<file path="src/hdl/focipcp_pkg.sv">
// Shared constants, types and the sine table for the inverse Park/Clarke PWM stage.
// No dependencies; every module of the block imports this package.
package focipcp_pkg;

  localparam int ANGLE_BITS = 16;
  localparam int SINE_DEPTH = 1024;
  localparam int IDX_BITS   = $clog2(SINE_DEPTH);
  localparam int SQRT3_Q14  = 28378;
  localparam int DIV_STAGES = 16;
  localparam int XW         = 44;   // clamped phase voltage, twice its value in Q28

  localparam logic [63:0] ONE_Q30     = 64'd1 << 30;
  localparam logic [63:0] HALF_PI_Q30 = 64'd1686629713;

  typedef logic signed [15:0] trig_t;
  typedef trig_t sine_rom_t [SINE_DEPTH];

  // sine of a Q32 turn fraction, Q1.14, integer Taylor series in Q30
  function automatic trig_t sine_q14(logic [31:0] t);
    logic [1:0]  quad;
    logic [63:0] f;
    logic [63:0] x;
    logic [63:0] x2;
    logic [63:0] r;
    logic [63:0] s;
    quad = t[31:30];
    f    = {34'd0, t[29:0]};
    if (quad[0]) begin
      f = ONE_Q30 - f;
    end
    x  = (f * HALF_PI_Q30) >> 30;
    x2 = (x * x) >> 30;
    r  = ONE_Q30;
    r  = ONE_Q30 - ((x2 * r) >> 30) / 64'd110;
    r  = ONE_Q30 - ((x2 * r) >> 30) / 64'd72;
    r  = ONE_Q30 - ((x2 * r) >> 30) / 64'd42;
    r  = ONE_Q30 - ((x2 * r) >> 30) / 64'd20;
    r  = ONE_Q30 - ((x2 * r) >> 30) / 64'd6;
    s  = (x * r) >> 30;
    s  = (s + (64'd1 << 15)) >> 16;
    if (quad[1]) begin
      s = -s;
    end
    return trig_t'(s[15:0]);
  endfunction

  function automatic sine_rom_t build_sine_rom();
    sine_rom_t rom;
    for (int i = 0; i < SINE_DEPTH; i++) begin
      rom[i] = sine_q14(32'(i) << (32 - IDX_BITS));
    end
    return rom;
  endfunction

  localparam sine_rom_t SINE_ROM = build_sine_rom();

endpackage

</file>
<file path="src/hdl/focipcp_scale.sv">
// One phase: voltage times PWM period, then pipelined restoring division by bus.
// Depends on focipcp_pkg.
module focipcp_scale
  import focipcp_pkg::*;
(
  input  logic          clk_i,
  input  logic          rst_ni,
  input  logic          en_i,
  input  logic          valid_i,
  input  logic [XW-1:0] x_i,
  input  logic [15:0]   pwm_period_i,
  input  logic [14:0]   bus_voltage_i,
  output logic          valid_o,
  output logic [15:0]   compare_o
);

  localparam int HALF = XW / 2;

  logic                     vld_m_q, vld_n_q;
  logic [HALF+15:0]         lo_m_q;
  logic [XW-HALF+15:0]      hi_m_q;
  logic [XW+15:0]           prod;
  logic [30:0]              num_q;

  logic        vld_q [DIV_STAGES];
  logic [14:0] rem_q [DIV_STAGES];
  logic [15:0] low_q [DIV_STAGES];
  logic [15:0] quo_q [DIV_STAGES];

  logic [14:0] rem_in [DIV_STAGES];
  logic [15:0] low_in [DIV_STAGES];
  logic [15:0] quo_in [DIV_STAGES];
  logic        vld_in [DIV_STAGES];
  logic [14:0] rem_d  [DIV_STAGES];
  logic [15:0] quo_d  [DIV_STAGES];
  logic [15:0] trial  [DIV_STAGES];

  always_comb begin
    prod = {hi_m_q, {HALF{1'b0}}} + (XW+16)'(lo_m_q);
    for (int k = 0; k < DIV_STAGES; k++) begin
      if (k == 0) begin
        rem_in[k] = num_q[30:16];
        low_in[k] = num_q[15:0];
        quo_in[k] = '0;
        vld_in[k] = vld_n_q;
      end else begin
        rem_in[k] = rem_q[k-1];
        low_in[k] = low_q[k-1];
        quo_in[k] = quo_q[k-1];
        vld_in[k] = vld_q[k-1];
      end
      trial[k] = {rem_in[k], low_in[k][15]};
      if (trial[k] >= {1'b0, bus_voltage_i}) begin
        rem_d[k] = 15'(trial[k] - {1'b0, bus_voltage_i});
        quo_d[k] = {quo_in[k][14:0], 1'b1};
      end else begin
        rem_d[k] = trial[k][14:0];
        quo_d[k] = {quo_in[k][14:0], 1'b0};
      end
    end
  end

  always_ff @(posedge clk_i or negedge rst_ni) begin
    if (!rst_ni) begin
      vld_m_q <= 1'b0;
      vld_n_q <= 1'b0;
      for (int k = 0; k < DIV_STAGES; k++) begin
        vld_q[k] <= 1'b0;
      end
    end else if (en_i) begin
      vld_m_q <= valid_i;
      vld_n_q <= vld_m_q;
      for (int k = 0; k < DIV_STAGES; k++) begin
        vld_q[k] <= vld_in[k];
      end
    end
  end

  always_ff @(posedge clk_i) begin
    if (en_i) begin
      lo_m_q <= x_i[HALF-1:0] * pwm_period_i;
      hi_m_q <= x_i[XW-1:HALF] * pwm_period_i;
      num_q  <= prod[59:29];
      for (int k = 0; k < DIV_STAGES; k++) begin
        rem_q[k] <= rem_d[k];
        low_q[k] <= {low_in[k][14:0], 1'b0};
        quo_q[k] <= quo_d[k];
      end
    end
  end

  // zero bus: force zero compare instead of the all-ones quotient
  assign valid_o   = vld_q[DIV_STAGES-1];
  assign compare_o = (bus_voltage_i == '0) ? '0 : quo_q[DIV_STAGES-1];

endmodule

</file>
<file path="config.mk">
export PLATFORM = sky130hd
export DESIGN_NAME = focipcp_scale
export DESIGN_NICKNAME = d
export VERILOG_FILES = /design/src/hdl/focipcp_pkg.sv /design/src/hdl/focipcp_scale.sv
export SDC_FILE = /design/constraint.sdc
export NUM_CORES = 2
export LEC_CHECK = 0
export BUFFER_PORTS_ARGS = -buffer_cell sky130_fd_sc_hd__buf_2
export CAP_MARGIN = 0
export CORE_AREA = 4 4 429 431
export CTS_BUF_LIST = sky130_fd_sc_hd__clkbuf_16
export CTS_CLUSTER_DIAMETER = 60
export DETAILED_ROUTE_END_ITERATION = 10
export DIE_AREA = 0 0 433 435
export SKIP_LAST_GASP = 1
export SLEW_MARGIN = 0
export SYNTH_ARGS = -nofsm -noshare
export SYNTH_HDL_FRONTEND = slang
export SYNTH_SLANG_ARGS = --single-unit
</file>
<file path="constraint.sdc">
create_clock -name clk_i -period 5.8 [get_ports clk_i]
set_input_delay 0.87 -clock clk_i [delete_from_list [all_inputs] [get_ports clk_i]]
set_output_delay 0.87 -clock clk_i [all_outputs]
set_load 0.05 [all_outputs]
</file>
==> flow_summary.ini <==
[timing]
hold_violations = 0
maxSlewViolCount = 0
slew-limit-headroom_pct = 29.93
period_needed_ps = 6087
finClkSkew_ps = 29.14
rsz0062_at_grt = yes
setup_viol = 21
tightest_slew_ps = 1050
layout_setup_ws_ps = -287.2
period_share_pct = 105.0
max_freq_mhz = 164.3

[clock_network]
path_clk_slew_ps = 50
htreeDepth = 3
cts_tree = yes
root_buffer = clkbuf_16
cts.sinks = 584
clk-insertion-delay-late_ps = 650
ctsHoldBuffers = 0
clk_path_buf_depth = 3
numCtsBuffers = 79

[floorplan]
initial_core_util_pct = 29.92
die_w_um = 433
core_mm2 = 0.1802
die_h_um = 435
rows = 156
dieArea_mm2 = 0.1884
pin_count = 96

[global_routing]
gr-usage-all-layers_pct = 13.87
antenna_found_initial = 4
grt_overflow = 0
grt_pass1_wl_mm = 211.1
grt_max_degree = 150
first_global_vias = 39440

[cells_and_area]
area_growth_syn_to_layout_pct = 18.61
n_fill_cell = 17740
post-route-util_pct = 35.49
drive_above_1_share_pct = 17.87
nets = 6548

[yosys]
yosys.cell_types.count = 85
ys_warn_count = 0
syn-num-nets = 6133
netlist_area_mm2 = 0.05391
avgSynthCellArea_um2 = 10.76
synth.top_cell.area_share_pct = 31.53
yosys.area.top_type = edfxtp_1
ys.flop_type = edfxtp_1
synth_sequential_area_ratio_pct = 32.37
ys_top_cells_by_area = edfxtp_1 (32%), fa_1 (21%), ha_1 (11%), inv_1 (5.4%), mux2_2 (4.0%)
syn_inst = 5012
synth_edf_count = 566
async_flop_share_pct = 3.082
ys_ff_latch = 584

[worst_setup_path]
reg2reg_to = rem_q[1][6]
cp.arrival_ps = 6460
cpMaxStageDelayCell = fa_2
worstRegToRegCells = 12
startpoint = pwm_period_i[9]
worstSetupEndpointType = flop
cp.required_ps = 6170
path_max_fanout = 6
r2r-start = low_q[0][119]
start_kind = primary input
reg2reg_slack_ps = 2420
worstPathCellList = buf_12 > buf_12 > buf_4 > buf_4 > nand2_1 > fa_1 > inv_1 > fa_2 > fa_2 > inv_1 > fa_1 > fa_1 > fa_1 > inv_1 > ha_1 > nand4_1 > o211ai_1 > or4b_4 > a311oi_2 > buf_4 > nor3_4 > a21oi_4 > and4_1 > nor3_2
max_stage_delay_ps = 570
critical_path_class = in2reg
crit_top_cell = fa_1

[placed_design]
hpwl_mm = 99.54
io_buffers = 95
gp_congestion = 0.8417

[min_path]
min_path_type = in2async

[outcome]
violations = setup timing
outcome = complete, but fails checks

[drt]
ant_nets = 0
drc = 0
routed_wl_mm = 130.9
wl_per_cell_um = 16.66
drt-initial-drc-count = 2135
vias = 37310
dr.pass1.iters = 6
viasPerCell = 4.746

[flow_run]
maxCapViolCount = 0
-- routing by layer --
| metal | vias to the layer above | GRT usage (%) | wire length (um) |
|---|---|---|---|
| li1 | 17680 | - | - |
| met1 | 18440 | 18.30 | 57370 |
| met2 | 927 | 22.94 | 61260 |
| met3 | 267 | 2.099 | 6994 |
| met4 | 2 | 5.293 | 5288 |
| met5 | - | 0 | 13 |
-- worst max path at each step --
stage	cells after the start	end	slack, ps
after detailed placement	20	hi_m_q[36]	-1200
final	24	lo_m_q[37]	-290
after global placement	23	lo_m_q[37]	-1190
after CTS	23	lo_m_q[37]	-230
after global routing	23	lo_m_q[37]	-450
after floorplan	23	lo_m_q[37]	-790
-- layout by cell type, fill, tap and decap left out, drive strengths merged, types with 41 or more instances in the layout --
cell type,count
inv,802
fa,570
edfxtp,566
nand2,527
buf,480
ha,472
and2,305
a21oi,215
mux2,194
xnor2,178
nor2,126
o21ai,108
clkbuf,89
a21o,82
xor2,65
nor2b,65
nor3,65
nand4,61
nand3,56
mux2i,41
-- per-stage QoR --
stage	TNS (ps)	setup WS [ps]	std cells	hold slack, ps	cell area (um^2)
5_1_grt	-7966	-452.3	7860	153.8	63930
3_5_place_dp	-36290	-1204	7673	404.5	59930
4_1_cts	-2026	-227.0	7844	102.7	63580
6_report	-2951	-287.2	7861	151.0	63940
3_3_place_gp	-34320	-1189	7673	400.1	59930
2_1_floorplan	-11640	-790.4	5012	400.3	54640
-- cell families (layout without fill, tap and decap cells) --
family	Yosys count	after routing	synth area share, %
AO/OA/AOI/OAI	637	637	7.783
XOR/XNOR	243	243	3.948
flip-flops	584	584	32.37
multiplexers	235	235	4.814
adder cells (fa/ha/maj)	1042	1042	32.12
buffers and inverters	931	1408	6.555
AND/OR/NAND/NOR	1340	1340	12.41
other	0	2	0
-- flip-flops by register name, indices dropped and copies added, names as in the netlist --
signal and count:
vld_in 15, low_q 120, quo_q 136, vld_m_q 1
lo_m_q 16, hi_m_q 38, valid_o 1, vld_n_q 1
rem_q 225, num_q 31
-- area by class of cell --
class / instances / area [um^2] / share of cell area [%]
well taps: 2370 / 2965 / 4.638
clock inverters: 61 / 543.0 / 0.8493
diodes: 2 / 5.005 / 0.007828
repair buffers: 488 / 4337 / 6.783
flip-flops and latches: 584 / 17450 / 27.29
multi-input cells: 3497 / 33670 / 52.66
inverters: 777 / 2917 / 4.562
clock buffers: 82 / 2052 / 3.209
-- worst max-delay path: cells and delay by family --
kind | cells | cell delay, ps
AO/OA/AOI/OAI | 3 | 520
AND/OR/NAND/NOR | 6 | 990
adder cells (fa/ha/maj) | 7 | 3250
buffers and inverters | 8 | 810
-- cells in the mapped netlist, types with 63 or more instances --
cell type and n:
a21oi_1 212, nor3_1 63, nor2b_1 65, fa_1 570, clkbuf_1 131, o21ai_0 104
a21o_1 81, mux2_2 191, ha_1 472, xor2_1 65, nor2_1 125, nand2_1 526
xnor2_1 178, edfxtp_1 566, inv_1 777, and2_1 305
-- what timing repair did --
item | 4_1_cts | 5_1_grt
endpoints found under the setup margin | 32 | 33
setup buffers | 23 | 13
resized for setup | 175 | 50
pin swaps | 80 | 44
gates cloned | 6 | 3
Power is left out: the tool's default activity adds up to more than one toggle a clock period on the data nets, which glitch-free logic cannot reach.
