<file path="src/hdl/focipcp_pkg.sv">
// Shared constants, types and the sine table for the inverse Park/Clarke PWM stage.
// No dependencies; every module of the block imports this package.
package focipcp_pkg;

  localparam int ANGLE_BITS = 16;
  localparam int SINE_DEPTH = 1024;
  localparam int IDX_BITS   = $clog2(SINE_DEPTH);
  localparam int SQRT3_Q14  = 28378;
  localparam int DIV_STAGES = 16;
  localparam int XW         = 44;   // clamped phase voltage, twice its value in Q28

  localparam logic [63:0] ONE_Q30     = 64'd1 << 30;
  localparam logic [63:0] HALF_PI_Q30 = 64'd1686629713;

  typedef logic signed [15:0] trig_t;
  typedef trig_t sine_rom_t [SINE_DEPTH];

  // sine of a Q32 turn fraction, Q1.14, integer Taylor series in Q30
  function automatic trig_t sine_q14(logic [31:0] t);
    logic [1:0]  quad;
    logic [63:0] f;
    logic [63:0] x;
    logic [63:0] x2;
    logic [63:0] r;
    logic [63:0] s;
    quad = t[31:30];
    f    = {34'd0, t[29:0]};
    if (quad[0]) begin
      f = ONE_Q30 - f;
    end
    x  = (f * HALF_PI_Q30) >> 30;
    x2 = (x * x) >> 30;
    r  = ONE_Q30;
    r  = ONE_Q30 - ((x2 * r) >> 30) / 64'd110;
    r  = ONE_Q30 - ((x2 * r) >> 30) / 64'd72;
    r  = ONE_Q30 - ((x2 * r) >> 30) / 64'd42;
    r  = ONE_Q30 - ((x2 * r) >> 30) / 64'd20;
    r  = ONE_Q30 - ((x2 * r) >> 30) / 64'd6;
    s  = (x * r) >> 30;
    s  = (s + (64'd1 << 15)) >> 16;
    if (quad[1]) begin
      s = -s;
    end
    return trig_t'(s[15:0]);
  endfunction

  function automatic sine_rom_t build_sine_rom();
    sine_rom_t rom;
    for (int i = 0; i < SINE_DEPTH; i++) begin
      rom[i] = sine_q14(32'(i) << (32 - IDX_BITS));
    end
    return rom;
  endfunction

  localparam sine_rom_t SINE_ROM = build_sine_rom();

endpackage

</file>
<file path="src/hdl/focipcp_transform.sv">
// Inverse Park and inverse Clarke stages, phase voltage clamp to [0, bus].
// Depends on focipcp_pkg.
module focipcp_transform
  import focipcp_pkg::*;
(
  input  logic               clk_i,
  input  logic               rst_ni,
  input  logic               en_i,
  input  logic               valid_i,
  input  logic signed [15:0] uq_i,
  input  logic signed [15:0] ud_i,
  input  trig_t              sin_i,
  input  trig_t              cos_i,
  input  logic [14:0]        bus_voltage_i,
  output logic               valid_o,
  output logic [XW-1:0]      xa_o,
  output logic [XW-1:0]      xb_o,
  output logic [XW-1:0]      xc_o
);

  logic               vld_p_q, vld_s_q, vld_t_q, vld_x_q;
  logic signed [31:0] p_us_q, p_dc_q, p_uc_q, p_ds_q;
  logic signed [32:0] alpha_q, beta_q;
  logic signed [48:0] term_q;
  logic signed [46:0] alpha38_q;
  logic [XW-1:0]      xa_q, xb_q, xc_q;

  logic signed [50:0] bus38, bus2, va, vb, vc;
  logic signed [15:0] sqrt3;

  function automatic logic [XW-1:0] clamp_v(logic signed [50:0] v, logic signed [50:0] lim);
    logic [XW-1:0] res;
    if (v <= 51'sd0) begin
      res = '0;
    end else if (v > lim) begin
      res = lim[XW-1:0];
    end else begin
      res = v[XW-1:0];
    end
    return res;
  endfunction

  always_comb begin
    sqrt3 = 16'(SQRT3_Q14);
    bus38 = $signed({8'd0, bus_voltage_i, 28'd0});
    bus2  = bus38 <<< 1;
    va    = (51'(alpha38_q) <<< 1) + bus38;
    vb    = 51'(term_q) - 51'(alpha38_q) + bus38;
    vc    = -51'(term_q) - 51'(alpha38_q) + bus38;
  end

  always_ff @(posedge clk_i or negedge rst_ni) begin
    if (!rst_ni) begin
      vld_p_q <= 1'b0;
      vld_s_q <= 1'b0;
      vld_t_q <= 1'b0;
      vld_x_q <= 1'b0;
    end else if (en_i) begin
      vld_p_q <= valid_i;
      vld_s_q <= vld_p_q;
      vld_t_q <= vld_s_q;
      vld_x_q <= vld_t_q;
    end
  end

  always_ff @(posedge clk_i) begin
    if (en_i) begin
      p_us_q    <= uq_i * sin_i;
      p_dc_q    <= ud_i * cos_i;
      p_uc_q    <= uq_i * cos_i;
      p_ds_q    <= ud_i * sin_i;
      alpha_q   <= 33'(p_dc_q) - 33'(p_us_q);
      beta_q    <= 33'(p_uc_q) + 33'(p_ds_q);
      term_q    <= 49'(beta_q) * 49'(sqrt3);
      alpha38_q <= 47'(alpha_q) <<< 14;
      xa_q      <= clamp_v(va, bus2);
      xb_q      <= clamp_v(vb, bus2);
      xc_q      <= clamp_v(vc, bus2);
    end
  end

  assign valid_o = vld_x_q;
  assign xa_o    = xa_q;
  assign xb_o    = xb_q;
  assign xc_o    = xc_q;

endmodule

</file>
<file path="config.mk">
export PLATFORM = sky130hd
export DESIGN_NAME = focipcp_transform
export DESIGN_NICKNAME = d
export VERILOG_FILES = /design/src/hdl/focipcp_pkg.sv /design/src/hdl/focipcp_transform.sv
export SDC_FILE = /design/constraint.sdc
export NUM_CORES = 2
export LEC_CHECK = 0
export BUFFER_PORTS_ARGS = -buffer_cell sky130_fd_sc_hd__buf_4
export CORE_MARGIN = 5
export CORE_UTILIZATION = 58
export CTS_CLUSTER_SIZE = 28
export DETAILED_ROUTE_END_ITERATION = 8
export PLACE_DENSITY = 0.73
export SKIP_LAST_GASP = 1
export SYNTH_ARGS = -nofsm -noshare
export SYNTH_HDL_FRONTEND = slang
export SYNTH_SLANG_ARGS = --single-unit
export TNS_END_PERCENT = 100
</file>
<file path="constraint.sdc">
create_clock -name clk_i -period 8.45 [get_ports clk_i]
set_input_delay 0.845 -clock clk_i [delete_from_list [all_inputs] [get_ports clk_i]]
set_output_delay 0.845 -clock clk_i [all_outputs]
set_load 0.05 [all_outputs]
</file>
==> impl_metrics.env <==
export IMPL_synth_flop_cell="edfxtp_1"
export IMPL_yosysWarnings=0
export IMPL_synth_area_per_cell_um2=9.664
export IMPL_ios=216
export IMPL_worstRegToRegCells=22
export IMPL_fin_crit_sh_pct=89.40
export IMPL_final_cells=9452
export IMPL_start_util_pct=58.44
export IMPL_crit_fanout=19
export IMPL_cts_buffers_inserted=49
export IMPL_clock_sinks=394
export IMPL_syn_area_um2=74620
export IMPL_num_rows=131
export IMPL_drive_above_1_share_pct=4.635
export IMPL_status="finished, final reports clean"
export IMPL_grt_start_max_net_pins=137
export IMPL_fin_skew_ns=0.02828
export IMPL_pre_cts_ws_ns=0.3105
export IMPL_synth_top_area_cell="fa_1"
export IMPL_drc_errors=0
export IMPL_cts_path_max_buffers=3
export IMPL_drt_pre_antenna_iters=6
export IMPL_min_path_cells=0
export IMPL_clkTransAtPathRegs_ns=0.06
export IMPL_max_stage_delay_ns=0.64
export IMPL_yosys_register_bits=394
export IMPL_vias=53100
export IMPL_layout_common_cells="1,766 x inv_1, 1,338 x fa_1, 744 x ha_1, 632 x nand2_1, 526 x and2_1"
export IMPL_rsz0062_at_grt="false"
export IMPL_utilization_pct=61.94
export IMPL_grt_usage_pct=28.12
export IMPL_cts_tree="done"
export IMPL_grt_pass1_vias=58750
export IMPL_ys_seq_area_share_pct=15.83
export IMPL_cts_setup_buffers=0
export IMPL_finalSetupTns_ns=0
export IMPL_cts_root_buffer="clkbuf_16"
export IMPL_synth_edf_count=390
export IMPL_maxCapViolCount=0
export IMPL_met2_usage_pct=51.89
export IMPL_end_kind="register"
export IMPL_die_width_um=368.7
export IMPL_synth_top_cell_area_share_pct=35.90
export IMPL_dpl_hpwl_um=152400
export IMPL_drt_wirelength_per_cell_um=19.77
export IMPL_htreeDepth=2
export IMPL_grt_ovfl_total=0
export IMPL_met3_usage_pct=3.459
export IMPL_coreArea_um2=127700
export IMPL_synthDistinctLibCells=92
export IMPL_met1_usage_pct=32.72
export IMPL_crit_path_start_kind="primary input"
export IMPL_multi_input_area_um2=55140
export IMPL_grt_busiest_layer="met2"
export IMPL_r2r_end="term_q[48]"
export IMPL_cp_slowest_cell="a2111oi_0"
export IMPL_mostFrequentLayoutCell="inv_1"
export IMPL_nets=9914
export IMPL_min_to="alpha38_q[40]"
export IMPL_wirelength_um=186900
export IMPL_design_die_area_um2=135900
export IMPL_syn_inst=7721
export IMPL_gp_congestion=0.9204
export IMPL_antenna_found_initial=9
export IMPL_finalHoldViolations=0
export IMPL_min_delay_start="alpha_q[26]"
export IMPL_via_per_inst=5.617
export IMPL_ant_nets=0
export IMPL_insertion_delay_ns=0.65
export IMPL_dp_cells=9359
export IMPL_setup_viol=0
export IMPL_hp_class="reg -> reg"
export IMPL_relSlewSlack_pct=19.52
export IMPL_syn_to_final_growth_pct=5.990
export IMPL_required_ns=8.83
export IMPL_crit_arrival_ns=7.94
export IMPL_tightest_slew_ns=1.177
export IMPL_crit_type="in -> reg"
export IMPL_portBuffers=198
export IMPL_seq_area_um2=11810
export IMPL_drt_iter0_markers=3073
export IMPL_cts_resized_gates=0
export IMPL_ys_top_cells_by_area="fa_1 36%, edfxtp_1 16%, ha_1 12%"
export IMPL_setup_ws_ns=0.8958
export IMPL_nFillCells=10500
export IMPL_path_common_cell="fa_1"
export IMPL_die_y_um=368.7
export IMPL_r2r_setup_slack_ns=1.05
export IMPL_async_reset_ff_share_pct=1.015
export IMPL_r2r_start="beta_q[8]"
export IMPL_fmax_ghz=0.1324
export IMPL_period_needed_ns=7.554
export IMPL_finalMaxSlewViolations=0
export IMPL_grt_first_pass_wirelength_um=303900
how the worst max path moves through the flow:
stage	from	end
2_1_floorplan	ud_i[15]	p_dc_q[31]
6_report	ud_i[7]	p_dc_q[31]
5_1_grt	beta_q[8]	term_q[48]
3_5_place_dp	ud_i[7]	p_dc_q[31]
3_3_place_gp	ud_i[7]	p_dc_q[31]
4_1_cts	ud_i[7]	p_dc_q[31]
cells in the mapped netlist (14+ instances only):
master / n
a2111oi_0: 14
a211o_1: 17
a211oi_1: 30
a21o_1: 127
a21oi_1: 292
a22o_1: 20
a31oi_1: 32
and2_1: 526
and3_1: 41
buf_2: 15
buf_4: 19
clkbuf_1: 234
edfxtp_1: 390
fa_1: 1338
ha_1: 744
inv_1: 1766
mux2i_1: 19
nand2_1: 632
nand2b_1: 57
nand3_1: 65
nand4_1: 56
nor2_1: 297
nor2b_1: 39
nor3_1: 77
nor4_1: 19
o211ai_1: 15
o21a_1: 54
o21ai_0: 139
o21bai_1: 44
o31ai_1: 17
or2_2: 16
or3_1: 22
xnor2_1: 241
xor2_1: 76
metal layers:
layer | share of wire (%) | up-vias
met5 | 0.023 | -
met4 | 5.2 | 6
met3 | 4.9 | 604
met2 | 52 | 1589
met1 | 38 | 26670
li1 | - | 24230
final cells by class:
cell class / instances / area share (%)
multi-input combinational: 5306 / 69.72
clock inverter: 35 / 0.5158
timing repair buffer: 232 / 2.231
inverter: 1766 / 8.382
clock buffer: 56 / 1.584
sequential: 394 / 14.94
antenna: 1 / 0.003164
tap: 1662 / 2.629
flip-flops by register name, indices dropped and copies added, names as in the netlist, 29 cells and up:
| register | flops |
|---|---|
| beta_q | 33 |
| alpha38_q | 33 |
| xb_o | 43 |
| p_ds_q | 32 |
| p_uc_q | 32 |
| xa_o | 29 |
| term_q | 48 |
| p_dc_q | 32 |
| alpha_q | 33 |
| xc_o | 43 |
| p_us_q | 32 |
repair_timing:
action                                  in CTS  in global routing
endpoints found under the setup margin       0                  0
hold buffers                                 1                  0
hold endpoints to repair                     4                  0
logic make-up (layout without fill, tap and decap cells):
logic type	after synthesis	after routing	share of synthesized area [%]
adder cells (fa/ha/maj)	2082	2082	48.37
buffers and inverters	2037	2089	10.38
AND/OR/NAND/NOR	1912	1912	12.86
AO/OA/AOI/OAI	954	954	8.500
flip-flops	394	394	15.83
XOR/XNOR	317	317	3.721
multiplexers	24	24	0.3303
other	1	18	0.005026
worst max-delay path, delay by kind of cell:
family / cells / cell delay, ns
buf+inv: 6 / 0.77
simple gates: 5 / 0.83
compound gates: 7 / 2.40
fa+ha+maj: 7 / 2.98
xor+xnor: 1 / 0.10
stage by stage:
stage | hold slack, ns | instance area (µm²)
6_report | 0.4189 | 79080
3_3_place_gp | 0.4041 | 77410
2_1_floorplan | 0.4003 | 74680
3_5_place_dp | 0.4045 | 77410
5_1_grt | 0.4265 | 79080
4_1_cts | 0.4098 | 79080
Power is not shown: default switching activity piles up to over one toggle a cycle in this logic, so the estimate is an artifact.
